[src/stm_pkg.sv]
`timescale 1ns / 1ps
// Shared types and constants for the sliding trimmed-mean pH unit.
// No dependencies; every other file of the block imports this package.
package stm_pkg;

  // Field widths fixed by the data format.
  localparam int SAMPLE_W = 12;
  localparam int GAIN_W   = 16;
  localparam int OFFSET_W = 14;
  localparam int MEAN_W   = 20;
  localparam int PH_W     = 16;
  localparam int FRAC_W   = 8;
  localparam int CFG_W    = 16;

  typedef logic [SAMPLE_W-1:0]       sample_t;
  typedef logic [GAIN_W-1:0]         gain_t;
  typedef logic signed [OFFSET_W-1:0] offset_t;
  typedef logic [MEAN_W-1:0]         mean_t;
  typedef logic signed [PH_W-1:0]    ph_t;
  typedef logic [0:0]                cfg_idx_t;

  // Configuration register indexes.
  localparam cfg_idx_t CFG_IDX_GAIN   = 1'b0;
  localparam cfg_idx_t CFG_IDX_OFFSET = 1'b1;

  // Register reset values: gain is about 3.5 * 5 / 1024 in Q0.16.
  localparam gain_t   GAIN_RESET   = 16'd1120;
  localparam offset_t OFFSET_RESET = '0;

  // Largest possible trimmed mean, in Q.8.
  localparam mean_t MEAN_MAX = 20'd1048320;

endpackage

[src/stm_if.sv]
`timescale 1ns / 1ps
// Valid/ready channel interfaces for the sample input and the result output.
// Depends on stm_pkg for the payload types.
interface stm_in_if import stm_pkg::*; ();
  logic    valid;
  logic    ready;
  sample_t adc_sample;

  modport source (output valid, output adc_sample, input ready);
  modport sink   (input valid, input adc_sample, output ready);
endinterface

interface stm_out_if import stm_pkg::*; ();
  logic  valid;
  logic  ready;
  mean_t trimmed_mean;
  ph_t   ph_value;

  modport source (output valid, output trimmed_mean, output ph_value, input ready);
  modport sink   (input valid, input trimmed_mean, input ph_value, output ready);
endinterface

[src/stm_ring.sv]
`timescale 1ns / 1ps
// Sample ring: one write port at the running slot, one registered read port.
// Depends on stm_pkg. Entries never written since reset read as zero.
module stm_ring import stm_pkg::*; #(
  parameter int WINDOW = 40
) (
  input  logic                      clk,
  input  logic                      rst_n,
  input  logic                      wr_en,
  input  sample_t                   wr_data,
  input  logic [$clog2(WINDOW)-1:0] rd_addr,
  output sample_t                   rd_data
);

  localparam int ADDR_W = $clog2(WINDOW);

  sample_t             mem [WINDOW];
  logic [WINDOW-1:0]   valid_r;
  logic [ADDR_W-1:0]   slot_r;
  logic [ADDR_W-1:0]   slot_nxt;
  sample_t             rd_q_r;
  logic                rd_vld_r;

  // Write slot advances after each write and wraps after the last entry.
  always_comb begin
    if (slot_r == ADDR_W'(WINDOW - 1)) begin
      slot_nxt = '0;
    end else begin
      slot_nxt = slot_r + 1'b1;
    end
  end

  always_ff @(posedge clk) begin
    if (!rst_n) begin
      slot_r  <= '0;
      valid_r <= '0;
    end else if (wr_en) begin
      slot_r          <= slot_nxt;
      valid_r[slot_r] <= 1'b1;
    end
  end

  // Storage array: no reset, the valid bits stand in for the clear.
  always_ff @(posedge clk) begin
    if (wr_en) begin
      mem[slot_r] <= wr_data;
    end
  end

  // Registered read.
  always_ff @(posedge clk) begin
    rd_q_r <= mem[rd_addr];
  end

  always_ff @(posedge clk) begin
    if (!rst_n) begin
      rd_vld_r <= 1'b0;
    end else begin
      rd_vld_r <= valid_r[rd_addr];
    end
  end

  assign rd_data = rd_vld_r ? rd_q_r : '0;

endmodule

[src/sliding_trimmed_mean_ph_unit.sv]
`timescale 1ns / 1ps
// Top level of the sliding trimmed-mean pH unit: sequencer, arithmetic, registers.
// Depends on stm_pkg, stm_if (channels) and stm_ring (sample storage).
//
//  Channel  Dir  Payload                           Transfer when
//  in_ch    in   adc_sample [11:0]                 valid & ready
//  out_ch   out  trimmed_mean [19:0], ph_value     valid & ready
//  cfg_*    in   cfg_index, cfg_wdata [15:0]       cfg_we
//
// The unit takes no new input until the current item has loaded the output
// register; the sweep over the ring through its single read port sets the pace.
// Reset is synchronous; the ring uses per-entry valid bits, so no clearing pass
// is needed and the unit takes items right after reset. A stalled output holds
// in its register while the unit takes and processes the next sample; only the
// final load waits for the output register to free up.
module sliding_trimmed_mean_ph_unit import stm_pkg::*; #(
  parameter int WINDOW = 40
) (
  input  logic           clk,
  input  logic           rst_n,
  stm_in_if.sink         in_ch,
  stm_out_if.source      out_ch,
  input  logic           cfg_we,
  input  cfg_idx_t       cfg_index,
  input  logic [CFG_W-1:0] cfg_wdata
);

  localparam int ADDR_W  = $clog2(WINDOW);
  localparam int CNT_W   = $clog2(WINDOW + 1);
  localparam int SUM_W   = SAMPLE_W + $clog2(WINDOW);
  localparam int NUM_W   = SUM_W + FRAC_W;
  localparam int DIVISOR = WINDOW - 2;
  localparam int DIV_L   = $clog2(DIVISOR);
  localparam int SHIFT   = NUM_W + DIV_L;
  localparam int PROD_W  = 2 * NUM_W + 1;
  localparam int GPROD_W = MEAN_W + GAIN_W;
  localparam int PHS_W   = MEAN_W + 2;
  // Reciprocal of the divisor, exact for every numerator below 2**NUM_W.
  localparam longint unsigned RECIP = ((64'd1 << SHIFT) + DIVISOR - 1) / DIVISOR;
  localparam logic [NUM_W:0]  RECIP_V = RECIP[NUM_W:0];

  localparam logic [2:0] ST_IDLE  = 3'd0;
  localparam logic [2:0] ST_SWEEP = 3'd1;
  localparam logic [2:0] ST_TRIM  = 3'd2;
  localparam logic [2:0] ST_DIV   = 3'd3;
  localparam logic [2:0] ST_SCALE = 3'd4;
  localparam logic [2:0] ST_DONE  = 3'd5;

  logic [2:0]         state_r;
  logic [2:0]         state_nxt;
  logic [CNT_W-1:0]   cnt_r;
  logic [CNT_W-1:0]   cnt_nxt;
  gain_t              gain_r;
  offset_t            offset_r;
  logic [SUM_W-1:0]   sum_r;
  sample_t            lo_r;
  sample_t            hi_r;
  logic [SUM_W-1:0]   trim_r;
  logic [PROD_W-1:0]  quot_prod_r;
  mean_t              mean_r;
  logic [GPROD_W-1:0] gain_prod_r;
  logic               out_valid_r;
  mean_t              out_mean_r;
  ph_t                out_ph_r;

  logic               in_xfer;
  logic               ring_wr_en;
  sample_t            rd_data;
  logic [NUM_W-1:0]   num;
  mean_t              mean_w;
  logic [MEAN_W-1:0]  scaled;
  logic signed [PHS_W-1:0] ph_sum;
  ph_t                ph_sat;
  logic               out_load;

  assign in_ch.ready = (state_r == ST_IDLE);
  assign in_xfer     = in_ch.valid && in_ch.ready;
  assign ring_wr_en  = in_xfer;

  // Sample storage.
  stm_ring #(.WINDOW(WINDOW)) u_ring (
    .clk     (clk),
    .rst_n   (rst_n),
    .wr_en   (ring_wr_en),
    .wr_data (in_ch.adc_sample),
    .rd_addr (cnt_r[ADDR_W-1:0]),
    .rd_data (rd_data)
  );

  // Configuration registers.
  always_ff @(posedge clk) begin
    if (!rst_n) begin
      gain_r   <= GAIN_RESET;
      offset_r <= OFFSET_RESET;
    end else if (cfg_we) begin
      unique case (cfg_index)
        CFG_IDX_GAIN:   gain_r   <= cfg_wdata[GAIN_W-1:0];
        CFG_IDX_OFFSET: offset_r <= cfg_wdata[OFFSET_W-1:0];
        default: ;
      endcase
    end
  end

  // Sequencer: write, sweep the ring, trim, divide, scale, deliver.
  always_comb begin
    state_nxt = state_r;
    cnt_nxt   = cnt_r;
    unique case (state_r)
      ST_IDLE: begin
        cnt_nxt = '0;
        if (in_xfer) begin
          state_nxt = ST_SWEEP;
        end
      end
      ST_SWEEP: begin
        if (cnt_r == CNT_W'(WINDOW)) begin
          state_nxt = ST_TRIM;
        end else begin
          cnt_nxt = cnt_r + 1'b1;
        end
      end
      ST_TRIM:  state_nxt = ST_DIV;
      ST_DIV:   state_nxt = ST_SCALE;
      ST_SCALE: state_nxt = ST_DONE;
      ST_DONE: begin
        if (out_load) begin
          state_nxt = ST_IDLE;
        end
      end
      default:  state_nxt = ST_IDLE;
    endcase
  end

  always_ff @(posedge clk) begin
    if (!rst_n) begin
      state_r <= ST_IDLE;
      cnt_r   <= '0;
    end else begin
      state_r <= state_nxt;
      cnt_r   <= cnt_nxt;
    end
  end

  // Running sum, minimum and maximum; read data belongs to the previous cycle's address.
  always_ff @(posedge clk) begin
    if (state_r == ST_SWEEP && cnt_r != '0) begin
      if (cnt_r == CNT_W'(1)) begin
        sum_r <= SUM_W'(rd_data);
        lo_r  <= rd_data;
        hi_r  <= rd_data;
      end else begin
        sum_r <= sum_r + SUM_W'(rd_data);
        if (rd_data < lo_r) begin
          lo_r <= rd_data;
        end
        if (rd_data > hi_r) begin
          hi_r <= rd_data;
        end
      end
    end
  end

  // Datapath stages: trim, divide by reciprocal, scale by gain.
  assign num    = {trim_r, {FRAC_W{1'b0}}};
  assign mean_w = quot_prod_r[SHIFT +: MEAN_W];

  always_ff @(posedge clk) begin
    if (state_r == ST_TRIM) begin
      trim_r <= sum_r - SUM_W'(lo_r) - SUM_W'(hi_r);
    end
    if (state_r == ST_DIV) begin
      quot_prod_r <= PROD_W'(num) * PROD_W'(RECIP_V);
    end
    if (state_r == ST_SCALE) begin
      mean_r      <= mean_w;
      gain_prod_r <= GPROD_W'(mean_w) * GPROD_W'(gain_r);
    end
  end

  // Offset add and saturation to signed Q8.8.
  assign scaled = gain_prod_r[GPROD_W-1 -: MEAN_W];
  assign ph_sum = $signed({2'b00, scaled})
                + $signed({{(PHS_W - OFFSET_W){offset_r[OFFSET_W-1]}}, offset_r});

  always_comb begin
    if (ph_sum > $signed(PHS_W'(32767))) begin
      ph_sat = 16'sh7FFF;
    end else if (ph_sum < -$signed(PHS_W'(32768))) begin
      ph_sat = 16'sh8000;
    end else begin
      ph_sat = ph_sum[PH_W-1:0];
    end
  end

  // Output register: takes the finished result when empty or when its result transfers this cycle.
  assign out_load = (state_r == ST_DONE) && (!out_valid_r || out_ch.ready);

  always_ff @(posedge clk) begin
    if (!rst_n) begin
      out_valid_r <= 1'b0;
    end else if (out_load) begin
      out_valid_r <= 1'b1;
    end else if (out_ch.ready) begin
      out_valid_r <= 1'b0;
    end
  end

  always_ff @(posedge clk) begin
    if (out_load) begin
      out_mean_r <= mean_r;
      out_ph_r   <= ph_sat;
    end
  end

  assign out_ch.valid        = out_valid_r;
  assign out_ch.trimmed_mean = out_mean_r;
  assign out_ch.ph_value     = out_ph_r;

  // An accepted sample always starts a sweep from the first entry.
  a_sweep_start: assert property (@(posedge clk) disable iff (!rst_n)
    in_xfer |=> (state_r == ST_SWEEP && cnt_r == '0))
    else $error("sweep did not start after a sample transfer");

  // The sweep counter never runs past the window.
  a_cnt_bound: assert property (@(posedge clk) disable iff (!rst_n)
    state_r == ST_SWEEP |-> cnt_r <= CNT_W'(WINDOW))
    else $error("sweep counter beyond window");

  // The ring is never written while a sample is being processed.
  a_no_write_busy: assert property (@(posedge clk) disable iff (!rst_n)
    (state_r != ST_IDLE) |-> !ring_wr_en)
    else $error("ring written during processing");

  // A delivered mean stays within the range of a 12-bit sample in Q.8.
  a_mean_range: assert property (@(posedge clk) disable iff (!rst_n)
    out_valid_r |-> out_mean_r <= MEAN_MAX)
    else $error("trimmed mean out of range");

endmodule
[src/flat_wrapper.sv]
// flat-port wrapper written by rule: the top's interface ports become plain ports
module sliding_trimmed_mean_ph_unit_flat import stm_pkg::*;
#(
  parameter int WINDOW = 40
)
  (clk, rst_n, cfg_we, cfg_index, cfg_wdata, in_ch_valid, in_ch_adc_sample, in_ch_ready, out_ch_valid, out_ch_trimmed_mean, out_ch_ph_value, out_ch_ready);
  stm_in_if in_ch_i ();
  stm_out_if out_ch_i ();
  input  logic clk;
  input  logic rst_n;
  input  logic cfg_we;
  input  cfg_idx_t cfg_index;
  input  logic [CFG_W-1:0] cfg_wdata;
  input wire logic [$bits(in_ch_i.valid)-1:0] in_ch_valid;
  input wire logic [$bits(in_ch_i.adc_sample)-1:0] in_ch_adc_sample;
  output wire logic [$bits(in_ch_i.ready)-1:0] in_ch_ready;
  output wire logic [$bits(out_ch_i.valid)-1:0] out_ch_valid;
  output wire logic [$bits(out_ch_i.trimmed_mean)-1:0] out_ch_trimmed_mean;
  output wire logic [$bits(out_ch_i.ph_value)-1:0] out_ch_ph_value;
  input wire logic [$bits(out_ch_i.ready)-1:0] out_ch_ready;
  assign in_ch_i.valid = in_ch_valid;
  assign in_ch_i.adc_sample = in_ch_adc_sample;
  assign in_ch_ready = in_ch_i.ready;
  assign out_ch_valid = out_ch_i.valid;
  assign out_ch_trimmed_mean = out_ch_i.trimmed_mean;
  assign out_ch_ph_value = out_ch_i.ph_value;
  assign out_ch_i.ready = out_ch_ready;
  sliding_trimmed_mean_ph_unit #(.WINDOW(WINDOW)) u_core (.clk(clk), .rst_n(rst_n), .in_ch(in_ch_i), .out_ch(out_ch_i), .cfg_we(cfg_we), .cfg_index(cfg_index), .cfg_wdata(cfg_wdata));
endmodule
[config.mk]
export PLATFORM = sky130hd
export DESIGN_NAME = sliding_trimmed_mean_ph_unit_flat
export DESIGN_NICKNAME = d
export VERILOG_FILES = /design/src/stm_pkg.sv /design/src/stm_if.sv /design/src/stm_ring.sv /design/src/sliding_trimmed_mean_ph_unit.sv /design/src/flat_wrapper.sv
export SDC_FILE = /design/constraint.sdc
export NUM_CORES = 2
export LEC_CHECK = 0
export BUFFER_PORTS_ARGS = -buffer_cell sky130_fd_sc_hd__buf_4
export CORE_UTILIZATION = 30
export CTS_CLUSTER_SIZE = 10
export DETAILED_ROUTE_END_ITERATION = 7
export PLACE_DENSITY = 0.51
export SKIP_LAST_GASP = 1
export SLEW_MARGIN = 20
export SYNTH_ARGS = -nofsm -noshare
export SYNTH_HDL_FRONTEND = slang
export SYNTH_SLANG_ARGS = --single-unit
[constraint.sdc]
create_clock -name clk -period 8.6 [get_ports clk]
set_input_delay 0 -clock clk [delete_from_list [all_inputs] [get_ports clk]]
set_output_delay 0 -clock clk [all_outputs]
set_load 0.02 [all_outputs]
==> impl_metrics.ini <==
[run_status]
run_status = completed

[timing]
final_max_slew_viol_count = 0
fin_skew_ns = 0.0488
worst-slew-pin-transition_ns = 1.09
setup_viol = 0
setup_tns_ns = 0
timing.fmax_mhz = 144
rsz0062_at_grt = no
setup_slack_ns = 1.65
fin_crit_sh_pct = 80.8
hold_viol = 0
slew_headroom_pct = 27.5
layout_min_cycle_time_ns = 6.95
fin_hold_ws_ns = 0.159

[yosys]
synthMuxAreaShare_pct = 7.89
synth-edff-count = 636
synth_ff_type = edfxtp_1
yosysTopAreaCellShare_pct = 40.7
syn-cell-area_sq_mm = 0.0469
synth_nets = 4353
synth-xor-area-share_pct = 1.72
synth-compound-area-share_pct = 5.37
synth-warning-count = 0
synth_area_leaders = edfxtp_1 41%, fa_1 18%, ha_1 9.1%
ys_seq_elements = 735
synth_top_family_by_area = adder cells
synth-adder-area-share_pct = 26.6
yosysTopAreaCell = edfxtp_1
yosysUniqueCellTypes = 76
yosys.area_share.simple_pct = 7.65
netlist_instances = 3567
yosysSeqAreaShare_pct = 45.0
syn_avg_cell_area_sq_um = 13.1
synth-async-reset-ratio_pct = 0

[detailed_routing]
drt-pass1-iter-count = 5
viasPerCell = 4.65
drt_iter0_drc = 1340
wl_mm = 109
vias = 27000
drcViolationCount = 0
postRouteAntennaNets = 0
route.detailed.wl_per_inst_um = 18.8

[final_layout]
drive_gt1_share_pct = 11.8
n_fill_cell = 15300
regArea_sq_mm = 0.0211
nets = 4483
mostFrequentLayoutCell = edfxtp_1
area_growth_pct = 13.2
final_cell_mix = 636 x edfxtp_1, 580 x inv_1, 410 x fa_1, 342 x ha_1, 292 x nand2_1
design_area_sq_mm = 0.0530
multi_input_area_sq_mm = 0.0232

[clocking]
cts_num_sinks = 735
clk_pin_slew_ns = 0.06
postCtsSetupBuffers = 0
cts_tree = built
htree_levels = 3
cts_resized = 0
cts_max_path_buffers = 3
cts_made_buffers = 88
postCtsHoldBufs = 44
cts_root_buffer = clkbuf_16
clock_latency_ns = 0.68

[place]
hpwl_mm = 78.8
post-place-ws_ns = 1.54
dpl_cell_area_sq_mm = 0.0500
io_buffers = 71
place_congestion = 0.841

[global_route]
grt_pass1_wl_mm = 169
grtUsageTotal_pct = 14.0
grt-ovfl-total = 0
grt_pass1_vias = 28500
grt_max_degree = 85
grt_antenna_before_repair = 0

[power_and_ir_drop]
power_frac_comb_pct = 43.4
power_frac_seq_pct = 31.6
internal_power_w = 0.00873
worst_ir_drop_vdd_v = 0.000206
p_per_area_mw_per_mm2 = 258
power_leakage_nw = 20.9
switching_power_w = 0.00496
switching_share_pct = 36.2
p_clk_share_pct = 25.0

[critical_path]
setup.worst_path.end_class = flip-flop
crit_fanout = 21
worstSetupStartpointType = flip-flop
critPathKind = flip-flop to flip-flop
required_ns = 9.03
r2r_slack_ns = 1.65
worstPathArrival_ns = 7.38

[floorplanning]
rows = 144
die-area_sq_mm = 0.158
initial_core_util_pct = 30.3
fp.dieH_um = 397
core_sq_mm = 0.155
die_w_um = 397
pin_count = 72

[run]
max-cap-violations = 0

[worst_hold_path]
hold_class = input port to flip-flop
-- synth_stat cells, drive strengths merged, types with 5 or more instances --
cell,count
a211oi,27
a21boi,33
a21o,26
a21oi,94
a221oi,5
a31oi,10
and2,169
and3,15
buf,24
clkbuf,108
dfxtp,99
edfxtp,636
fa,410
ha,342
inv,580
mux2i,15
mux4,156
nand2,292
nand2b,8
nand3,27
nand3b,6
nand4,11
nor2,101
nor2b,25
nor3,20
nor3b,7
o211ai,5
o21a,56
o21ai,66
o21bai,9
o311ai,5
o31ai,6
o41ai,5
or2,13
or3,13
xnor2,63
xor2,29
-- worst max-delay path, cell delays in order (launching register included) --
cell	delay, ns
dfxtp_1	0.86
nand2_1	0.17
fa_1	0.52
fa_1	0.51
fa_1	0.52
inv_1	0.06
fa_1	0.49
fa_1	0.49
inv_1	0.05
fa_1	0.47
inv_1	0.04
ha_1	0.28
a211oi_1	0.22
o21bai_1	0.17
a221oi_1	0.65
o21ai_0	0.25
o311ai_0	0.48
nand3b_1	0.19
a21oi_1	0.20
xnor2_1	0.08
-- final cells by class --
| class | count | share of cell area, % |
|---|---|---|
| repair buffers | 172 | 2.69 |
| well taps | 2044 | 4.82 |
| clock buffers | 135 | 4.56 |
| flip-flops and latches | 735 | 39.8 |
| multi-input cells | 2120 | 43.7 |
| inverters | 580 | 4.11 |
| diodes | 1 | 0.00472 |
| clock inverters | 17 | 0.394 |
-- state kept, by name, indices dropped and copies added (netlist names), 14 cells and up --
register / count
u_core.u_ring.mem: 480
u_core.u_ring.valid_r: 40
u_core.gain_prod_r: 20
u_core.mean_r: 20
u_core.out_ch.trimmed_mean: 20
u_core.quot_prod_r: 20
u_core.sum_r: 18
u_core.trim_r: 18
u_core.gain_r: 16
u_core.out_ch.ph_value: 16
u_core.offset_r: 14
-- kinds of logic (layout without fill, tap and decap cells) --
family                     Yosys count  in the layout
other                                0              1
muxes                              174            174
xor gates and xnor gates            92             92
DFF                                735            735
AOI/OAI and AO/OA                  376            376
buffers and inverters              712            904
adders and majority gates          752            752
and+or+nand+nor                    726            726
-- power by group through the flow --
stage | combinational, W | sequential [W] | clock (W)
2_1_floorplan | 0.00460 | 0.00431 | 0
3_3_place_gp | 0.00598 | 0.00440 | 0
3_5_place_dp | 0.00600 | 0.00441 | 0
4_1_cts | 0.00606 | 0.00433 | 0.00354
5_1_grt | 0.00684 | 0.00434 | 0.00368
6_report | 0.00594 | 0.00433 | 0.00342
-- per-stage QoR --
step           utilization (%)  power [W]  cells
4_1_cts                   34.3     0.0139   5803
3_3_place_gp              32.3     0.0104   5607
2_1_floorplan                -    0.00891   3567
6_report                  34.3     0.0137   5804
3_5_place_dp              32.3     0.0104   5607
5_1_grt                   34.3     0.0149   5803
-- routing by layer --
layer | vias up | share of wire, % | global-route usage, %
met5 | - | 0 | 0
met4 | 0 | 2.4 | 3.83
met3 | 148 | 3.7 | 2.32
met2 | 436 | 48 | 23.4
met1 | 13900 | 46 | 18.8
li1 | 12500 | - | -
-- worst paths after layout --
check	start	endpoint	depth (start not counted)
max	u_core.gain_r[2]	u_core.gain_prod_r[28]	19
min	cfg_wdata[10]	u_core.gain_r[10]	4
max reg2reg	u_core.gain_r[2]	u_core.gain_prod_r[28]	19
min reg2reg	u_core.mean_r[18]	u_core.out_ch.trimmed_mean[18]	0
No activity file was read; power rests on OpenSTA's default activity.
